==> src/tpt_pkg.sv <==
// tpt_pkg: shared types, codes and sizes for the tag presence table.
// No dependencies; compiled first.
package tpt_pkg;

  localparam int TABLE_ENTRIES = 16;
  localparam int IDX_W = (TABLE_ENTRIES > 1) ? $clog2(TABLE_ENTRIES) : 1;

  localparam int CFG_IDX_W = 4;
  localparam int CFG_DATA_W = 16;

  // register indexes
  localparam logic [CFG_IDX_W-1:0] REG_GRANULARITY = 4'd0;
  localparam logic [CFG_IDX_W-1:0] REG_LOCAL_MASTER = 4'd1;

  // operation kinds
  localparam logic [2:0] KIND_FIND = 3'd0;
  localparam logic [2:0] KIND_INSERT = 3'd1;
  localparam logic [2:0] KIND_CHECK = 3'd2;
  localparam logic [2:0] KIND_SET = 3'd3;
  localparam logic [2:0] KIND_CLEAR = 3'd4;

  // presence states
  localparam logic [2:0] ST_NONE = 3'd0;
  localparam logic [2:0] ST_NEW = 3'd1;
  localparam logic [2:0] ST_GONE = 3'd2;
  localparam logic [2:0] ST_REPORTED = 3'd3;
  localparam logic [2:0] ST_CONFIRMED = 3'd4;
  localparam logic [2:0] ST_FADE_REP = 3'd5;
  localparam logic [2:0] ST_FADE_CONF = 3'd6;

  // result status
  localparam logic [1:0] STAT_OK = 2'd0;
  localparam logic [1:0] STAT_MISS = 2'd1;
  localparam logic [1:0] STAT_RANGE = 2'd2;
  localparam logic [1:0] STAT_BAD_STATE = 2'd3;

  // id masks for find
  localparam logic [31:0] TOP_BYTE = 32'hff000000;
  localparam logic [31:0] DROP_TOP = 32'h00ffffff;
  localparam logic [31:0] THIRD_BYTE = 32'h00ff0000;
  localparam logic [31:0] DROP_THIRD = 32'hff00ffff;
  localparam logic [31:0] KEEP_ALL = 32'hffffffff;

  typedef struct packed {
    logic [31:0] id;
    logic [2:0]  state;
    logic [31:0] last_time;
    logic [31:0] event_time;
  } entry_t;

  typedef struct packed {
    logic             en;
    logic             clr;
    logic [IDX_W-1:0] addr;
    entry_t           data;
  } tbl_wr_t;

  typedef struct packed {
    logic [1:0]  status;
    logic [7:0]  entry_index;
    logic        report;
    logic [31:0] report_id;
    logic [31:0] report_event_time;
    logic [2:0]  report_state;
  } result_t;

endpackage

==> src/tpt_in_if.sv <==
// tpt_in_if: input operation channel (valid/ready plus operation fields).
// Depends on nothing.
interface tpt_in_if;
  logic        valid;
  logic        ready;
  logic [2:0]  kind;
  logic [31:0] tag_id;
  logic [7:0]  index;
  logic [2:0]  new_state;
  logic        update_event_time;
  logic [31:0] now_seconds;

  modport source (output valid, kind, tag_id, index, new_state, update_event_time,
                  now_seconds, input ready);
  modport sink (input valid, kind, tag_id, index, new_state, update_event_time,
                now_seconds, output ready);
endinterface

==> src/tpt_out_if.sv <==
// tpt_out_if: result channel (valid/ready plus result fields).
// Depends on nothing.
interface tpt_out_if;
  logic        valid;
  logic        ready;
  logic [1:0]  status;
  logic [7:0]  entry_index;
  logic        report;
  logic [31:0] report_id;
  logic [31:0] report_event_time;
  logic [2:0]  report_state;

  modport source (output valid, status, entry_index, report, report_id,
                  report_event_time, report_state, input ready);
  modport sink (input valid, status, entry_index, report, report_id,
                report_event_time, report_state, output ready);
endinterface

==> src/tpt_cfg_if.sv <==
// tpt_cfg_if: configuration write channel (valid/ready, index, data).
// Depends on tpt_pkg for field widths.
interface tpt_cfg_if;
  logic                           valid;
  logic                           ready;
  logic [tpt_pkg::CFG_IDX_W-1:0]  index;
  logic [tpt_pkg::CFG_DATA_W-1:0] data;

  modport source (output valid, index, data, input ready);
  modport sink (input valid, index, data, output ready);
endinterface

==> src/tpt_table.sv <==
// tpt_table: entry storage, one synchronous memory with a registered read,
// plus per-entry valid bits so reset empties the table at once. Uses tpt_pkg.
module tpt_table (
  input  logic                      clk,
  input  logic                      rst_n,
  input  logic                      rd_en,
  input  logic [tpt_pkg::IDX_W-1:0] rd_addr,
  output tpt_pkg::entry_t           rd_data,
  input  tpt_pkg::tbl_wr_t          wr
);
  import tpt_pkg::*;

  entry_t                   mem [TABLE_ENTRIES];
  logic [TABLE_ENTRIES-1:0] valid_r;
  entry_t                   rd_data_r;
  logic                     rd_ok_r;

  always_ff @(posedge clk) begin
    if (wr.en && !wr.clr) begin
      mem[wr.addr] <= wr.data;
    end
    if (rd_en) begin
      rd_data_r <= mem[rd_addr];
    end
  end

  always_ff @(posedge clk) begin
    if (!rst_n) begin
      valid_r <= '0;
      rd_ok_r <= 1'b0;
    end else begin
      if (wr.en) begin
        valid_r[wr.addr] <= !wr.clr;
      end
      if (rd_en) begin
        rd_ok_r <= valid_r[rd_addr];
      end
    end
  end

  // an entry never written since reset (or cleared) reads as all zero
  assign rd_data = rd_ok_r ? rd_data_r : '0;

endmodule

==> src/tag_presence_table.sv <==
// tag_presence_table: top level, operation sequencer around tpt_table.
// Uses tpt_pkg, tpt_in_if, tpt_out_if, tpt_cfg_if and tpt_table.

// Tag presence table. One operation per input transaction (find, insert,
// check/age, set state, clear entry), one result transaction per operation.
// The block works on one operation at a time through a single read port on
// the entry memory: find and insert read one entry per cycle, walking from
// entry 0 until a hit or, on a miss, through the last entry; check, set
// state and clear go through read, modify and write, and result; an
// out-of-range index or unknown kind goes straight to the result.
// The result sits in an output register, so the next operation is taken while
// it waits. Reset empties the table in the same cycle (per-entry valid bits),
// no clearing pass. Configuration writes are always ready and must only be
// issued while no operation is in flight.
module tag_presence_table (
  input  logic     clk,
  input  logic     rst_n,
  tpt_in_if.sink   in_chan,
  tpt_out_if.source out_chan,
  tpt_cfg_if.sink  cfg_chan
);
  import tpt_pkg::*;

  localparam logic [1:0] S_IDLE = 2'd0;
  localparam logic [1:0] S_SCAN = 2'd1;  // find / insert walk
  localparam logic [1:0] S_ACC  = 2'd2;  // single-entry read-modify-write
  localparam logic [1:0] S_HOLD = 2'd3;  // result waits for output register

  logic [1:0] state_r, state_nxt;

  // configuration
  logic [15:0] gran_r;
  logic        master_r;

  // operation in flight
  logic [2:0]       kind_r;
  logic [31:0]      tag_r;
  logic [31:0]      mask_r;
  logic [7:0]       idx8_r;
  logic [2:0]       nst_r;
  logic             upd_r;
  logic [31:0]      now_r;
  logic [IDX_W-1:0] cnt_r, cnt_nxt;

  result_t res_r, res_nxt;
  result_t out_r;
  logic    out_valid_r;

  // table access
  logic             rd_en;
  logic [IDX_W-1:0] rd_addr;
  entry_t           rd_data;
  tbl_wr_t          wr;

  logic        in_acc;
  logic        in_range;
  logic        out_free;
  logic [31:0] mask_in;
  logic [31:0] age;
  logic        last_entry;

  tpt_table u_table (
    .clk     (clk),
    .rst_n   (rst_n),
    .rd_en   (rd_en),
    .rd_addr (rd_addr),
    .rd_data (rd_data),
    .wr      (wr)
  );

  assign cfg_chan.ready = 1'b1;
  assign in_chan.ready  = (state_r == S_IDLE);
  assign in_acc         = in_chan.valid && in_chan.ready;
  assign in_range       = int'(in_chan.index) < TABLE_ENTRIES;
  assign out_free       = !out_valid_r || out_chan.ready;
  assign last_entry     = int'(cnt_r) == TABLE_ENTRIES - 1;
  assign age            = now_r - rd_data.last_time;

  // find mask: zero query bytes are wildcards for the top and third bytes
  always_comb begin
    mask_in = KEEP_ALL;
    if ((in_chan.tag_id & TOP_BYTE) == '0) begin
      mask_in = mask_in & DROP_TOP;
    end
    if ((in_chan.tag_id & THIRD_BYTE) == '0) begin
      mask_in = mask_in & DROP_THIRD;
    end
  end

  always_ff @(posedge clk) begin
    if (!rst_n) begin
      gran_r   <= 16'd10;
      master_r <= 1'b1;
    end else if (cfg_chan.valid && cfg_chan.ready) begin
      case (cfg_chan.index)
        REG_GRANULARITY:  gran_r <= cfg_chan.data;
        REG_LOCAL_MASTER: master_r <= cfg_chan.data[0];
        default: ;
      endcase
    end
  end

  // read address: scans start at entry 0, others read the indexed entry
  always_comb begin
    rd_en   = 1'b0;
    rd_addr = cnt_r + 1'b1;
    if (state_r == S_IDLE) begin
      rd_en = in_acc;
      if (in_chan.kind == KIND_FIND || in_chan.kind == KIND_INSERT) begin
        rd_addr = '0;
      end else begin
        rd_addr = in_chan.index[IDX_W-1:0];
      end
    end else if (state_r == S_SCAN) begin
      rd_en = !last_entry;
    end
  end

  always_comb begin
    state_nxt = state_r;
    cnt_nxt   = cnt_r;
    res_nxt   = res_r;
    wr        = '0;
    wr.addr   = cnt_r;

    case (state_r)
      S_IDLE: begin
        if (in_acc) begin
          res_nxt = '0;
          cnt_nxt = '0;
          if (in_chan.kind == KIND_FIND || in_chan.kind == KIND_INSERT) begin
            state_nxt = S_SCAN;
          end else if (in_chan.kind inside {KIND_CHECK, KIND_SET, KIND_CLEAR}) begin
            res_nxt.entry_index = in_chan.index;
            cnt_nxt = in_chan.index[IDX_W-1:0];
            if (in_range) begin
              state_nxt = S_ACC;
            end else begin
              res_nxt.status = STAT_RANGE;
              state_nxt = S_HOLD;
            end
          end else begin
            state_nxt = S_HOLD;  // unknown kind: all-zero answer
          end
        end
      end

      S_SCAN: begin
        // rd_data holds entry cnt_r
        if (kind_r == KIND_FIND && (rd_data.id & mask_r) == tag_r) begin
          res_nxt.status      = STAT_OK;
          res_nxt.entry_index = 8'(cnt_r);
          state_nxt = S_HOLD;
        end else if (kind_r == KIND_INSERT && rd_data.id == '0) begin
          wr.en = 1'b1;
          wr.data.id = tag_r;
          wr.data.state = ST_NEW;
          wr.data.last_time = now_r;
          wr.data.event_time = now_r;
          res_nxt.status      = STAT_OK;
          res_nxt.entry_index = 8'(cnt_r);
          state_nxt = S_HOLD;
        end else if (last_entry) begin
          res_nxt.status      = STAT_MISS;
          res_nxt.entry_index = '0;
          state_nxt = S_HOLD;
        end else begin
          cnt_nxt = cnt_r + 1'b1;
        end
      end

      S_ACC: begin
        state_nxt = S_HOLD;
        wr.data   = rd_data;
        if (kind_r == KIND_SET) begin
          wr.en = 1'b1;
          wr.data.state = nst_r;
          wr.data.last_time = now_r;
          if (upd_r) begin
            wr.data.event_time = now_r;
          end
        end else if (kind_r == KIND_CLEAR) begin
          wr.en  = 1'b1;
          wr.clr = 1'b1;
        end else if (rd_data.id != '0 && age >= {16'd0, gran_r}) begin
          // aging step of a due entry
          case (rd_data.state)
            ST_NEW: begin
              wr.en  = 1'b1;
              wr.clr = 1'b1;
            end
            ST_GONE: begin
              res_nxt.report            = 1'b1;
              res_nxt.report_id         = rd_data.id;
              res_nxt.report_event_time = rd_data.event_time;
              res_nxt.report_state      = ST_GONE;
            end
            ST_REPORTED, ST_CONFIRMED: begin
              wr.en = 1'b1;
              wr.data.state = (rd_data.state == ST_REPORTED) ? ST_FADE_REP : ST_FADE_CONF;
              wr.data.last_time = now_r;
            end
            ST_FADE_REP, ST_FADE_CONF: begin
              wr.en  = 1'b1;
              wr.clr = master_r;
              wr.data.state = ST_GONE;
              wr.data.last_time = now_r;
              wr.data.event_time = now_r;
              res_nxt.report            = 1'b1;
              res_nxt.report_id         = rd_data.id;
              res_nxt.report_event_time = now_r;
              res_nxt.report_state      = ST_GONE;
            end
            default: begin
              res_nxt.status = STAT_BAD_STATE;
            end
          endcase
        end
      end

      S_HOLD: begin
        if (out_free) begin
          state_nxt = S_IDLE;
        end
      end

      default: begin
        state_nxt = S_IDLE;
      end
    endcase
  end

  always_ff @(posedge clk) begin
    if (!rst_n) begin
      state_r     <= S_IDLE;
      out_valid_r <= 1'b0;
    end else begin
      state_r <= state_nxt;
      if (state_r == S_HOLD && out_free) begin
        out_valid_r <= 1'b1;
      end else if (out_chan.ready) begin
        out_valid_r <= 1'b0;
      end
    end
  end

  always_ff @(posedge clk) begin
    cnt_r <= cnt_nxt;
    res_r <= res_nxt;
    if (in_acc) begin
      kind_r <= in_chan.kind;
      tag_r  <= in_chan.tag_id;
      mask_r <= mask_in;
      idx8_r <= in_chan.index;
      nst_r  <= in_chan.new_state;
      upd_r  <= in_chan.update_event_time;
      now_r  <= in_chan.now_seconds;
    end
    if (state_r == S_HOLD && out_free) begin
      out_r <= res_r;
    end
  end

  assign out_chan.valid             = out_valid_r;
  assign out_chan.status            = out_r.status;
  assign out_chan.entry_index       = out_r.entry_index;
  assign out_chan.report            = out_r.report;
  assign out_chan.report_id         = out_r.report_id;
  assign out_chan.report_event_time = out_r.report_event_time;
  assign out_chan.report_state      = out_r.report_state;

  // single-index ops echo the index they were given
  a_echo_index: assert property (@(posedge clk) disable iff (!rst_n)
    (state_r == S_ACC) |-> (res_r.entry_index == idx8_r))
    else $error("single-index op lost its index echo");

  a_no_read_in_hold: assert property (@(posedge clk) disable iff (!rst_n)
    (state_r == S_HOLD || state_r == S_ACC) |-> !rd_en)
    else $error("table read outside of issue or scan");

  a_hold_to_out: assert property (@(posedge clk) disable iff (!rst_n)
    (state_r == S_HOLD && out_free) |=> (out_valid_r && state_r == S_IDLE))
    else $error("held result not moved to output");

  a_report_ok: assert property (@(posedge clk) disable iff (!rst_n)
    (out_valid_r && out_r.report) |-> (out_r.status == STAT_OK && out_r.report_state == ST_GONE))
    else $error("report with bad status or state");

  a_write_one_op: assert property (@(posedge clk) disable iff (!rst_n)
    wr.en |=> (state_r == S_HOLD))
    else $error("table written outside the decision cycle");

endmodule
==> src/flat_wrapper.sv <==
// flat-port wrapper written by rule: the top's interface ports become plain ports
module tag_presence_table_flat import tpt_pkg::*;
  (clk, rst_n, in_chan_valid, in_chan_kind, in_chan_tag_id, in_chan_index, in_chan_new_state, in_chan_update_event_time, in_chan_now_seconds, in_chan_ready, out_chan_valid, out_chan_status, out_chan_entry_index, out_chan_report, out_chan_report_id, out_chan_report_event_time, out_chan_report_state, out_chan_ready, cfg_chan_valid, cfg_chan_index, cfg_chan_data, cfg_chan_ready);
  tpt_in_if in_chan_i ();
  tpt_out_if out_chan_i ();
  tpt_cfg_if cfg_chan_i ();
  input  logic clk;
  input  logic rst_n;
  input wire logic [$bits(in_chan_i.valid)-1:0] in_chan_valid;
  input wire logic [$bits(in_chan_i.kind)-1:0] in_chan_kind;
  input wire logic [$bits(in_chan_i.tag_id)-1:0] in_chan_tag_id;
  input wire logic [$bits(in_chan_i.index)-1:0] in_chan_index;
  input wire logic [$bits(in_chan_i.new_state)-1:0] in_chan_new_state;
  input wire logic [$bits(in_chan_i.update_event_time)-1:0] in_chan_update_event_time;
  input wire logic [$bits(in_chan_i.now_seconds)-1:0] in_chan_now_seconds;
  output wire logic [$bits(in_chan_i.ready)-1:0] in_chan_ready;
  output wire logic [$bits(out_chan_i.valid)-1:0] out_chan_valid;
  output wire logic [$bits(out_chan_i.status)-1:0] out_chan_status;
  output wire logic [$bits(out_chan_i.entry_index)-1:0] out_chan_entry_index;
  output wire logic [$bits(out_chan_i.report)-1:0] out_chan_report;
  output wire logic [$bits(out_chan_i.report_id)-1:0] out_chan_report_id;
  output wire logic [$bits(out_chan_i.report_event_time)-1:0] out_chan_report_event_time;
  output wire logic [$bits(out_chan_i.report_state)-1:0] out_chan_report_state;
  input wire logic [$bits(out_chan_i.ready)-1:0] out_chan_ready;
  input wire logic [$bits(cfg_chan_i.valid)-1:0] cfg_chan_valid;
  input wire logic [$bits(cfg_chan_i.index)-1:0] cfg_chan_index;
  input wire logic [$bits(cfg_chan_i.data)-1:0] cfg_chan_data;
  output wire logic [$bits(cfg_chan_i.ready)-1:0] cfg_chan_ready;
  assign in_chan_i.valid = in_chan_valid;
  assign in_chan_i.kind = in_chan_kind;
  assign in_chan_i.tag_id = in_chan_tag_id;
  assign in_chan_i.index = in_chan_index;
  assign in_chan_i.new_state = in_chan_new_state;
  assign in_chan_i.update_event_time = in_chan_update_event_time;
  assign in_chan_i.now_seconds = in_chan_now_seconds;
  assign in_chan_ready = in_chan_i.ready;
  assign out_chan_valid = out_chan_i.valid;
  assign out_chan_status = out_chan_i.status;
  assign out_chan_entry_index = out_chan_i.entry_index;
  assign out_chan_report = out_chan_i.report;
  assign out_chan_report_id = out_chan_i.report_id;
  assign out_chan_report_event_time = out_chan_i.report_event_time;
  assign out_chan_report_state = out_chan_i.report_state;
  assign out_chan_i.ready = out_chan_ready;
  assign cfg_chan_i.valid = cfg_chan_valid;
  assign cfg_chan_i.index = cfg_chan_index;
  assign cfg_chan_i.data = cfg_chan_data;
  assign cfg_chan_ready = cfg_chan_i.ready;
  tag_presence_table u_core (.clk(clk), .rst_n(rst_n), .in_chan(in_chan_i), .out_chan(out_chan_i), .cfg_chan(cfg_chan_i));
endmodule
==> config.mk <==
export PLATFORM = sky130hd
export DESIGN_NAME = tag_presence_table_flat
export DESIGN_NICKNAME = d
export VERILOG_FILES = /design/src/tpt_pkg.sv /design/src/tpt_in_if.sv /design/src/tpt_out_if.sv /design/src/tpt_cfg_if.sv /design/src/tpt_table.sv /design/src/tag_presence_table.sv /design/src/flat_wrapper.sv
export SDC_FILE = /design/constraint.sdc
export NUM_CORES = 2
export LEC_CHECK = 0
export ABC_AREA = 0
export BUFFER_PORTS_ARGS = -buffer_cell sky130_fd_sc_hd__buf_4
export CORE_MARGIN = 2
export CORE_UTILIZATION = 55
export DETAILED_ROUTE_END_ITERATION = 7
export PLACE_DENSITY = 0.71
export SETUP_SLACK_MARGIN = 0.1
export SLEW_MARGIN = 20
export SYNTH_ARGS = -nofsm -noshare
export SYNTH_HDL_FRONTEND = slang
export SYNTH_SLANG_ARGS = --single-unit
==> constraint.sdc <==
create_clock -name clk -period 16.4 [get_ports clk]
set_input_delay 1.64 -clock clk [delete_from_list [all_inputs] [get_ports clk]]
set_output_delay 1.64 -clock clk [all_outputs]
set_load 0.02 [all_outputs]
==> key figures <==
Outcome
  – Status: complete, no violations

Clock tree
  – Root Driver: clkbuf_16
  – Post-CTS setup buffers: 0
  – Resized Gates After CTS: 0
  – Num CTS Buffers: ~190
  – H-tree depth: 4
  – Worst-Skew Late Latency: around 0.84 ns
  – Cts hold-fix bufs: 0
  – Clock sinks: ~2k
  – CTS Buffer Depth: 3
  – CTS tree: built
  – Clock slew at reported path FFs: 0.06 ns

Timing
  – Slew Limit Fails: 0
  – Final Hold Slack: roughly 0.4 ns
  – Final worst-path cycle share: roughly 55%
  – Clk_skew: approximately 0.043 ns
  – Tmin final: approximately 9.0 ns
  – RSZ-0062 raised after global routing: false
  – Total negative slack: 0 ns
  – Worst-Margin Slew: 1.241 ns
  – Fmax: 0.1114 GHz
  – Final Hold Viols: 0
  – Slew HR: 17.25%
  – Final setup viols: 0

Synth
  – Most frequent cell after synthesis: edfxtp_1
  – Gate Count Post-Synth: 6228
  – Post-synth design cell area: roughly 80000 um^2
  – Syn avg cell area: ~13 um^2
  – Commonest cells in the netlist: edfxtp_1 (1910), nand2_1 (1784), nand3_1 (424)
  – Prevailing post-synth register cell: edfxtp_1
  – Yosys warning total: 0
  – Library cell with the largest summed area after synthesis: edfxtp_1
  – Top post-synthesis cells by area: edfxtp_1 (72%), nand2_1 (8.4%), a311oi_1 (3.3%)
  – Sequential area share after synthesis: about 73%
  – Asr flop ratio synth: 0%
  – FF+latch count, synth: just under 2k
  – Yosys top cell area share: 71.69%
  – Number of synthesized flops with an enable pin: between 1.5k and 2k
  – Netlist cell types: 83

Pwr
  – Maximum VDD drop: roughly 0.2 mV
  – Gate power share: between 30% and 40%
  – Clock power frac: between 20% and 30%
  – Sw frac: between 30% and 40%
  – Internal: approximately 0.010 W
  – Pleak: between 30 and 40 nW
  – NetSw: 0.006763 W
  – Seq pwr share: between 30 and 40%
  – P per Cell Area: 191.0 nW/um^2

Critical path
  – CP Cell Sequence: buf_4, and2_1, ha_1, fa_1, nor2b_4, o2111ai_2, nand2_1, a31oi_1, xnor2_1, ha_1, a21o_1, a21oi_1, nor2_1, a2111oi_0, o2111a_1, nand4_1, nor4_1, and4_1, o31ai_4, nand4bb_1, nor2_4, buf_4, buf_4
  – RR Startpoint: u_core.u_table.rd_ok_r
  – Critical path type: flip-flop to flip-flop
  – Crit path capture type: flip-flop
  – Worst Path Arrival: between 9 and 10 ns
  – Crit start category: flip-flop
  – CP peak stage delay: 0.89 ns
  – CP Max Fanout: 68
  – Critical register-to-register path endpoint: u_core.u_table.mem[7][28]
  – Reg2Reg Depth: 23
  – Crit path from: u_core.u_table.rd_ok_r
  – Crit-path leading delay family: simple AND/OR/NAND/NOR gates
  – Crit-path slowest cell: buf_4
  – CP Capture Point: u_core.u_table.mem[7][28]
  – CP Depth: 23
  – Worst Path Required: roughly 17 ns
  – CP bufs+invs: 3
  – Worst reg2reg setup slack: approximately 7.4 ns
  – CP most frequent cell: buf_4

Final layout
  – Layout filler cell count: between 10k and 15k
  – Final Cell Area: 89270 um^2
  – P&R area growth vs syn: 11.57%
  – Share of cells above drive strength 1: a little under a tenth
  – Nets: 6439

Global routing
  – Vias in the first global route: 50.02k
  – First-pass GRT wire length: between 300000 and 400000 um
  – Grt ovf: 0
  – Largest net degree at the start of global routing: about 170
  – Overall routing resource usage: between 20% and 30%
  – Initial antenna violation count: 16

Routing
  – Vias per cell: approximately 6.5
  – Antenna Violating Nets Remaining: 0
  – DRC: 0
  – Via Count: ~54k
  – 1st-iter DRT viols: 7929
  – Final wirelength: roughly 230000 um
  – Routed wire per std cell: 27.08 um
  – First-pass iteration count of the detailed router: 8

Placed design
  – Post-DP HPWL: 130000 um
  – PortBufs: ~180
  – GPL Wtd Cong: about 0.92
  – Dpl cell area: between 80000 and 90000 um^2

Floorplan
  – Starting Density: 55.56%
  – Core box area: approximately 140000 um^2
  – I/O pin cnt: 185
  – DIE AREA: 148500 um^2
  – Die Y: 385.4 um
  – Die width: 385.4 um
  – Num rows: roughly 140

Run
  – Max-cap violations: 0

Min path
  – Hold Crit Class: flip-flop to flip-flop
-- through the flow --
step,setup slack [ns],util (%),total power [W],std cells
after detailed placement,7.637,57.79,0.01277,7985
after global routing,7.033,61.98,0.01782,8336
final,7.426,61.99,0.01705,8339
after global placement,7.755,57.75,0.01265,7983
after floorplan,3.496,-,0.01061,6229
after CTS,7.568,61.95,0.01695,8334
-- final cells by class --
type / count / area [um^2] / area share (%)
Antenna cell: 3 / 7.507 / 0.008410
Clock buffer: 246 / 5057 / 5.665
Clock inverter: 103 / 939.7 / 1.053
Inverter: 59 / 221.5 / 0.2481
Multi-Input combinational cell: 3795 / 20340 / 22.79
Sequential cell: 1947 / 58100 / 65.09
Tap cell: 1903 / 2381 / 2.667
Timing Repair Buffer: 283 / 2220 / 2.487
-- layer usage --
layer	vias up	part of all wire (%)	GRT usage (%)
met5	-	0.029	0
met4	10	2.8	8.654
met3	474	14	7.840
met2	3509	44	43.93
met1	26480	39	44.44
li1	23320	-	-
-- logic make-up (layout without fill, tap and decap cells) --
group	Yosys count	after routing	share of synthesized area (%)
flip-flops	1947	1947	72.61
multiplexers	37	37	0.4645
buffers and inverters	487	691	2.327
adder cells (fa/ha/maj)	60	60	0.9477
XOR/XNOR	26	26	0.2846
AO/OA/AOI/OAI	965	965	8.721
AND/OR/NAND/NOR	2704	2704	14.63
other	2	6	0.009386
-- power groups by stage --
stage / clock, W / combinational (W) / sequential, W
floorplan: 0 / 0.00431 / 0.00630
global placement: 0 / 0.00614 / 0.00651
detailed placement: 0 / 0.00625 / 0.00651
CTS: 0.00425 / 0.00629 / 0.00641
global route: 0.00443 / 0.00694 / 0.00645
finish: 0.00421 / 0.00640 / 0.00644
-- worst reg2reg max path, cell delays in order, from the launching register on --
cell and delay, ns:
dfxtp_4 0.87, buf_4 0.69, and2_1 0.26, ha_1 0.23, fa_1 0.29, nor2b_4 0.06, o2111ai_2 0.25, nand2_1 0.20
a31oi_1 0.23, xnor2_1 0.16, ha_1 0.28, a21o_1 0.19, a21oi_1 0.14, nor2_1 0.07, a2111oi_0 0.39, o2111a_1 0.26
nand4_1 0.10, nor4_1 0.16, and4_1 0.71, o31ai_4 0.36, nand4bb_1 0.61, nor2_4 0.40, buf_4 0.66, buf_4 0.89
-- flip-flops by register name, indices dropped and copies added, names as in the netlist --
| register | count |
|---|---|
| u_core.cnt_r | 4 |
| u_core.gran_r | 16 |
| u_core.kind_r | 3 |
| u_core.mask_r | 2 |
| u_core.master_r | 1 |
| u_core.now_r | 32 |
| u_core.nst_r | 3 |
| u_core.out_chan.entry_index | 8 |
| u_core.out_chan.report_event_time | 32 |
| u_core.out_chan.report_id | 32 |
| u_core.out_chan.report_state | 1 |
| u_core.out_chan.status | 2 |
| u_core.out_chan.valid | 1 |
| u_core.res_r | 75 |
| u_core.state_r | 2 |
| u_core.tag_r | 32 |
| u_core.u_table.mem | 1584 |
| u_core.u_table.rd_data_r | 99 |
| u_core.u_table.rd_ok_r | 1 |
| u_core.u_table.valid_r | 16 |
| u_core.upd_r | 1 |
-- layout by cell type (no fill, tap or decap), drive strengths merged, types with 41 or more instances in the layout --
cell       n
a311oi   301
clkbuf   246
buf      283
o21ai    101
inv       62
clkinv    81
a21oi    218
and3     237
a22o      66
nand2   1784
nand3    424
and2      45
a21o      41
ha        59
nor2     110
a31oi    106
edfxtp  1910
-- how the worst min path moves through the flow --
stage / start / endpoint / slack, ns / cells past startpoint
global placement: u_core.res_r[76] / u_core.out_chan.status[0] / 0.40 / 0
floorplan: u_core.res_r[68] / u_core.out_chan.entry_index[0] / 0.40 / 0
global route: u_core.res_r[52] / u_core.out_chan.report_id[17] / 0.42 / 0
finish: u_core.res_r[45] / u_core.out_chan.report_id[10] / 0.41 / 0
detailed placement: u_core.res_r[25] / u_core.out_chan.report_event_time[22] / 0.40 / 0
CTS: u_core.res_r[53] / u_core.out_chan.report_id[18] / 0.41 / 0
Power figures use the tool's default switching activity.
